## src/hdl/abss_pkg.sv

```systemverilog
// Shared types, codes and reset values for the A/B boot slot selector.
package abss_pkg;

  localparam int unsigned SLOT_COUNT = 2;

  // Request codes
  localparam logic [2:0] REQ_SELECT   = 3'd0;
  localparam logic [2:0] REQ_ACTIVATE = 3'd1;
  localparam logic [2:0] REQ_CONFIRM  = 3'd2;
  localparam logic [2:0] REQ_ROLLBACK = 3'd3;
  localparam logic [2:0] REQ_INIT     = 3'd4;

  // Slot status codes
  localparam logic [1:0] ST_EMPTY     = 2'd0;
  localparam logic [1:0] ST_PENDING   = 2'd1;
  localparam logic [1:0] ST_CONFIRMED = 2'd2;
  localparam logic [1:0] ST_INVALID   = 2'd3;

  // Select actions
  localparam logic [1:0] ACT_BOOT_ACTIVE   = 2'd0;
  localparam logic [1:0] ACT_BOOT_FALLBACK = 2'd1;
  localparam logic [1:0] ACT_STAY          = 2'd2;

  // Slot ids
  localparam logic [1:0] SLOT_A = 2'd1;
  localparam logic [1:0] SLOT_B = 2'd2;

  typedef struct packed {
    logic [2:0] req_type;
    logic [1:0] target_slot;
    logic [7:0] max_attempts;
  } req_t;

  typedef struct packed {
    logic       ok;
    logic [1:0] action;
    logic [1:0] boot_slot;
  } rsp_t;

  typedef struct packed {
    logic [1:0]                 active_id;
    logic [1:0]                 fallback_id;
    logic                       stay_flag;
    logic [SLOT_COUNT-1:0][1:0] slot_status;
    logic [SLOT_COUNT-1:0]      rollback_flag;
    logic [SLOT_COUNT-1:0][7:0] attempts_left;
  } slot_state_t;

  function automatic slot_state_t reset_state();
    slot_state_t s;
    s                = '0;
    s.active_id      = SLOT_A;
    s.fallback_id    = SLOT_B;
    s.slot_status[0] = ST_CONFIRMED;
    s.slot_status[1] = ST_EMPTY;
    return s;
  endfunction

endpackage

```

## src/hdl/abss_core.sv

```systemverilog
// Decision logic: next slot state and response for one request.
module abss_core (
  input  abss_pkg::req_t        req,
  input  abss_pkg::slot_state_t cur,
  output abss_pkg::slot_state_t nxt,
  output abss_pkg::rsp_t        rsp
);
  import abss_pkg::*;

  logic       a_ok;
  logic       a_i;
  logic       f_ok;
  logic       f_i;
  logic       t_ok;
  logic       t_i;
  logic       rb;
  logic [1:0] old_active;

  // Ids 1 and 2 name records 0 and 1; 0 and 3 name nothing
  assign a_ok = cur.active_id[1] ^ cur.active_id[0];
  assign a_i  = cur.active_id[1];
  assign f_ok = cur.fallback_id[1] ^ cur.fallback_id[0];
  assign f_i  = cur.fallback_id[1];
  assign t_ok = req.target_slot[1] ^ req.target_slot[0];
  assign t_i  = req.target_slot[1];

  always_comb begin
    nxt        = cur;
    rsp        = '0;
    rb         = 1'b0;
    old_active = cur.active_id;
    unique case (req.req_type)
      REQ_SELECT: begin
        rsp.ok = 1'b1;
        if (cur.stay_flag || !a_ok) begin
          rsp.action = ACT_STAY;
        end else begin
          rb = cur.rollback_flag[a_i];
          // Trial used up: force the rollback path
          if (cur.slot_status[a_i] == ST_PENDING && cur.attempts_left[a_i] == 8'd0) begin
            rb = 1'b1;
          end
          nxt.rollback_flag[a_i] = rb;
          if (rb) begin
            if (f_ok && cur.slot_status[f_i] == ST_CONFIRMED) begin
              rsp.boot_slot          = cur.fallback_id;
              rsp.action             = ACT_BOOT_FALLBACK;
              nxt.active_id          = cur.fallback_id;
              nxt.fallback_id        = old_active;
              nxt.slot_status[a_i]   = ST_INVALID;
              nxt.rollback_flag[a_i] = 1'b0;
            end else begin
              nxt.stay_flag = 1'b1;
              rsp.action    = ACT_STAY;
            end
          end else if (cur.slot_status[a_i] == ST_PENDING) begin
            nxt.attempts_left[a_i] = cur.attempts_left[a_i] - 8'd1;
            rsp.boot_slot          = cur.active_id;
            rsp.action             = ACT_BOOT_ACTIVE;
          end else if (cur.slot_status[a_i] == ST_CONFIRMED) begin
            rsp.boot_slot = cur.active_id;
            rsp.action    = ACT_BOOT_ACTIVE;
          end else if (f_ok && cur.slot_status[f_i] == ST_CONFIRMED) begin
            rsp.boot_slot = cur.fallback_id;
            rsp.action    = ACT_BOOT_FALLBACK;
          end else begin
            nxt.stay_flag = 1'b1;
            rsp.action    = ACT_STAY;
          end
        end
      end
      REQ_ACTIVATE: begin
        if (req.max_attempts != 8'd0 && t_ok) begin
          nxt.slot_status[t_i]   = ST_PENDING;
          nxt.rollback_flag[t_i] = 1'b0;
          nxt.attempts_left[t_i] = req.max_attempts;
          nxt.fallback_id        = cur.active_id;
          nxt.active_id          = req.target_slot;
          nxt.stay_flag          = 1'b0;
          rsp.ok                 = 1'b1;
        end
      end
      REQ_CONFIRM: begin
        if (a_ok) begin
          nxt.slot_status[a_i]   = ST_CONFIRMED;
          nxt.rollback_flag[a_i] = 1'b0;
          nxt.attempts_left[a_i] = 8'd0;
          rsp.ok                 = 1'b1;
        end
      end
      REQ_ROLLBACK: begin
        if (a_ok) begin
          nxt.rollback_flag[a_i] = 1'b1;
          rsp.ok                 = 1'b1;
        end
      end
      REQ_INIT: begin
        nxt             = '0;
        nxt.active_id   = req.target_slot;
        nxt.fallback_id = (req.target_slot == SLOT_A) ? SLOT_B : SLOT_A;
        if (t_ok) begin
          nxt.slot_status[t_i] = ST_CONFIRMED;
        end
        rsp.ok = 1'b1;
      end
      default: begin
        nxt = cur;
      end
    endcase
  end

endmodule

```

## src/hdl/ab_boot_slot_selector_top.sv

```systemverilog
// Top level of the A/B boot slot selector: request register, slot state, response register.
//
//  channel | direction | handshake             | payload
//  req     | in        | req_valid / req_ready | abss_pkg::req_t
//  rsp     | out       | rsp_valid / rsp_ready | abss_pkg::rsp_t
//
// One transaction per cycle sustained while rsp_ready holds; an accepted request passes the
// request register, then the decision logic into the response register, before its response is valid.
// Slot state updates in the same cycle the request leaves the request register.
// Reset restores slot A confirmed and active, slot B empty as fallback, and empties both registers.
// A stalled response holds the request register; req_ready drops once that is full too.
module ab_boot_slot_selector_top (
  input  logic           clk,
  input  logic           rst,
  input  abss_pkg::req_t req,
  input  logic           req_valid,
  output logic           req_ready,
  output abss_pkg::rsp_t rsp,
  output logic           rsp_valid,
  input  logic           rsp_ready
);
  import abss_pkg::*;

  req_t        req_q;
  logic        req_full;
  slot_state_t state;
  slot_state_t state_next;
  rsp_t        rsp_next;
  logic        fire;

  assign fire      = req_full && (!rsp_valid || rsp_ready);
  assign req_ready = !req_full || fire;

  abss_core u_core (
    .req (req_q),
    .cur (state),
    .nxt (state_next),
    .rsp (rsp_next)
  );

  always_ff @(posedge clk) begin
    if (rst) begin
      req_full  <= 1'b0;
      rsp_valid <= 1'b0;
      state     <= reset_state();
    end else begin
      if (req_valid && req_ready) begin
        req_full <= 1'b1;
      end else if (fire) begin
        req_full <= 1'b0;
      end
      if (fire) begin
        rsp_valid <= 1'b1;
        state     <= state_next;
      end else if (rsp_ready) begin
        rsp_valid <= 1'b0;
      end
    end
  end

  // Payload registers
  always_ff @(posedge clk) begin
    if (req_valid && req_ready) begin
      req_q <= req;
    end
    if (fire) begin
      rsp <= rsp_next;
    end
  end

  a_fire_gives_rsp: assert property (@(posedge clk) disable iff (rst)
    fire |=> rsp_valid)
    else $error("processed transaction produced no response");

  a_state_idle_stable: assert property (@(posedge clk) disable iff (rst)
    !fire |=> $stable(state))
    else $error("slot state changed without a transaction");

  a_stay_no_slot: assert property (@(posedge clk) disable iff (rst)
    rsp_valid && rsp.action == ACT_STAY |-> rsp.boot_slot == 2'd0)
    else $error("stay response names a boot slot");

  a_stay_from_select: assert property (@(posedge clk) disable iff (rst)
    $rose(state.stay_flag) |-> $past(req_q.req_type) == REQ_SELECT)
    else $error("stay flag set by a request other than select");

  a_empty_ready: assert property (@(posedge clk) disable iff (rst)
    !req_full |-> req_ready)
    else $error("request refused with empty request register");

endmodule

```

## config.mk

```make
export PLATFORM = sky130hd
export DESIGN_NAME = ab_boot_slot_selector_top
export DESIGN_NICKNAME = d
export VERILOG_FILES = /design/src/hdl/abss_pkg.sv /design/src/hdl/abss_core.sv /design/src/hdl/ab_boot_slot_selector_top.sv
export SDC_FILE = /design/constraint.sdc
export NUM_CORES = 1
export LEC_CHECK = 0
export ABC_AREA = 0
export BUFFER_PORTS_ARGS = -buffer_cell sky130_fd_sc_hd__buf_4
export CAP_MARGIN = 20
export CORE_ASPECT_RATIO = 1.2
export CORE_UTILIZATION = 37
export CTS_CLUSTER_DIAMETER = 50
export DETAILED_ROUTE_END_ITERATION = 10
export GPL_ROUTABILITY_DRIVEN = 1
export SYNTH_ARGS = -nofsm -noshare
export SYNTH_HDL_FRONTEND = slang
export SYNTH_SLANG_ARGS = --single-unit
export TNS_END_PERCENT = 30
```

## constraint.sdc

```tcl
create_clock -name clk -period 3.8 [get_ports clk]
set_input_delay 0.57 -clock clk [delete_from_list [all_inputs] [get_ports clk]]
set_output_delay 0.57 -clock clk [all_outputs]
set_load 0.1 [all_outputs]
```

==> run summary <==
The flow ran to the end, and the final reports show no timing, DRC or antenna violations. Counting tap cells, the placed design contains a total of 432 instances. After detailed routing, the average wire length per cell comes to 19.0 um.

The fraction of the cycle the final worst path needs was 68.1%; the arrival time reported for the critical path endpoint was 2.76 ns. The tools report the setup TNS after final layout as 0 ns. The die covers 8740 um^2. The tools report the number of standard cells in the layout, taps in and fillers out as 440. Based on the critical path, the design can be clocked at up to 386 MHz. The cell with the largest stage delay on the worst path is sky130_fd_sc_hd__edfxtp_1.

In this run, post-CTS repair resized a total of 0 instances. The critical path is of the flip-flop to flip-flop type. Cell count after synthesis: 330. For flop-to-flop paths, the worst setup slack is 1.21 ns.

The clock network burns 28.9% of the power. The tree is rooted in a sky130_fd_sc_hd__clkbuf_8. On the worst path, the slowest cell contributes a delay of 0.51 ns.

The synthesized netlist contains 76 unique library cells. In the synthesized netlist the dominant register cell turns out to be sky130_fd_sc_hd__dfxtp_1. Global routing finished with a remaining overflow of 0. The logs give 38.2% for the effective utilization at floorplan and 0.000786 W for the internal power contribution. The total length of routed wires was 8370 um; the via count was 2716. Setup repair after global routing left no endpoint under its margin. The data required time of the worst path was 3.97 ns. The signal on the critical path passes through nor4_1 -> a21oi_1 -> o311a_1 -> o21ai_2 -> a211oi_1 -> a211oi_1. Clock tree synthesis found a total of 47 sinks. The sequential cell fraction of total power is 48.8%, and the count of TritonRoute iterations in the first routing pass is 5. The run gives 0 as the number of pins exceeding their max-slew limit in the final report. The placed instances occupy a cell area of 3310 um^2.

Across every metal layer, demand over resource in global routing totals 20.2%. The number of enable-type register cells in the synthesized netlist is 18, and the area of the placeable core is 8110 um^2. After detailed routing, the number of remaining DRC violations is 0.

The H-tree was split into 2 levels. The max-cap violation count is 0. The repair_antennas step left the layout with diodes totalling 0. The run gives 29 as the largest net degree at the start of global routing. The tools report the kind of start point of the critical path as a flip-flop. Summed over all nets, the switching power comes to 0.000406 W. The top cell type by area accounts for 18.7% of the synthesized area. The endpoint type of the worst setup path was a flip-flop. For the remaining number of nets flagged by the antenna check after routing, the log shows 0. Counting both buffers and inverters, the worst setup path holds a total of 0. The clock arrives with 0.00548 ns of skew.

The area growth from synthesis to layout is 9.98%. Clock-pin slew was measured on the worst setup and hold paths at 0.10 ns. The number of placement rows is 36, and the post-route core utilization is 42.0%. The power per cell area was 350 nW/um^2; the first-pass GRT wire length was 13800 um.

At the end of routability-driven placement, the weighted congestion stood at 0.974. 24 I/O pins were placed. In the final layout, the share of cells above drive strength 1 is 21.2%.

After synthesis, the share of flip-flops with an asynchronous set or reset is 0%. Sequential share of the synthesized area: 36.2%. In this design, the largest share of critical-path delay is due to compound AO/OA/AOI/OAI gates.

Synthesis produced a netlist with a net count of 352. Switching share of total power: 34.0%. The min-delay analysis places its worst path in the category primary input to flip-flop. The transition time of the tightest slew-check pin was 0.742 ns. For this design the static power due to leakage is 1.18 nW. The tools report the clock latency on the worst-skew pair as 0.31 ns. The floorplan step set the die width to 85.5 um. The final critical delay including setup and external delays is 2.59 ns, and the mapped cell area is 3100 um^2. The number of clock buffers inserted by TritonCTS came out at 5.

For the number of endpoints with negative hold slack in the final report, the log shows 0. For this run, the number of Yosys warnings is 0. Headroom to the max-slew limit came out at 50.3%. Once layout is done, the placed cells without fillers occupy 3410 um^2. Height of the die: 102 um. The average instance area after synthesis was 9.38 um^2; the share of total power in combinational logic was 22.3%.

The detailed-route vias per instance was 6.17; the number of DRC violations after detailed-routing iteration 0 was 167. After clock tree synthesis, the setup repair step added 0 buffers. The worst-case IR drop observed on VDD is 0.156 mV. In this run, post-CTS hold repair placed 0 buffers.

The critical path's most frequent cell is sky130_fd_sc_hd__a211oi_1. In the final design database the tool counted 366 nets. The total of flip-flops plus latches after synthesis was 47. Of all nets on the critical path, the largest fanout is 7. TritonCTS built the clock tree.

No sink is reached through more buffers than the 2 on the longest clock path. The detailed placement HPWL came out at 6080 um. The cell type with the largest total area after synthesis is sky130_fd_sc_hd__dfxtp_1. For the number of antenna violations at the first check in global routing, the log shows 0. The run gives 2743 as the number of global-route vias before repair. In the post-synthesis netlist, the biggest area contributors are sky130_fd_sc_hd__dfxtp_1 19%, sky130_fd_sc_hd__edfxtp_1 17%, sky130_fd_sc_hd__a21oi_1 4.4%, sky130_fd_sc_hd__mux2i_1 3.6%, sky130_fd_sc_hd__nor2_1 3.3%. The count of final setup violators is 0. Input and output buffers added on the ports amount to 23.
[cells by family after synthesis]
kind of cell             share of synthesized area (%)
buffers and inverters                             4.24
AO/OA/AOI/OAI                                     28.9
multiplexers                                      3.92
AND/OR/NAND/NOR                                   22.2
flip-flops                                        36.2
adder cells (fa/ha/maj)                           2.02
XOR/XNOR                                          2.51
[per-layer routing]
layer	share of wire, %	track usage, %	up-vias
li1	-	-	1303
met5	0	0	-
met4	3.0	10.0	0
met1	42	24.1	1307
met3	3.8	2.58	21
met2	51	36.0	85
[synthesized netlist by cell type, drive strengths merged, types with 6 or more instances]
cell type,number
a211oi,7
a21oi,28
a22oi,7
a311oi,6
buf,15
dfxtp,29
edfxtp,18
inv,8
mux2i,11
nand2,25
nor2,32
nor3,17
nor4,6
nor4b,6
o21ai,24
[placed cells by master (no fill, tap or decap), drive strengths merged, types with 4 or more instances in the layout]
master / n
a2111oi: 5
a211oi: 7
a21oi: 28
a22oi: 7
a311oi: 6
buf: 25
clkbuf: 5
dfxtp: 29
edfxtp: 18
ha: 5
inv: 11
mux2i: 11
nand2: 25
nand2b: 4
nand3: 5
nor2: 32
nor2b: 4
nor3: 17
nor4: 6
nor4b: 6
o21ai: 24
xnor2: 5
[cell type report]
type | instances | area (um^2)
clock inverter | 3 | 28.8
clock buffer | 5 | 68.8
inverter | 8 | 30.0
multi-input combinational | 257 | 1850
sequential | 47 | 1120
fill | 800 | 4700
timing repair buffer | 25 | 188
tap | 95 | 119
[through the flow]
| stage | hold slack [ns] | worst slack [ns] | power [W] |
|---|---|---|---|
| floorplan | 0.464 | 1.01 | 0.000787 |
| global placement | 0.500 | 1.24 | 0.000853 |
| detailed placement | 0.516 | 1.22 | 0.000855 |
| CTS | 0.418 | 1.26 | 0.00120 |
| global route | 0.409 | 1.03 | 0.00125 |
| finish | 0.423 | 1.21 | 0.00119 |
[power by group through the flow]
stage / Combinational, W / Sequential [W] / Clock (W)
3_5_place_dp: 0.000263 / 0.000592 / 0
4_1_cts: 0.000264 / 0.000581 / 0.000351
5_1_grt: 0.000291 / 0.000585 / 0.000372
6_report: 0.000265 / 0.000582 / 0.000345
2_1_floorplan: 0.000191 / 0.000596 / 0
3_3_place_gp: 0.000261 / 0.000592 / 0
[final timing paths]
check                          start                      to  cells after the start
setup / recovery  req_q[0]$_DFFE_PP_  state[26]$_SDFFE_PP0P_                      6
hold / removal                req[1]      req_q[1]$_DFFE_PP_                      1
setup reg to reg  req_q[0]$_DFFE_PP_  state[26]$_SDFFE_PP0P_                      6
hold reg to reg            flip-flop               flip-flop                      2
No activity file was read; power rests on OpenSTA's default activity.
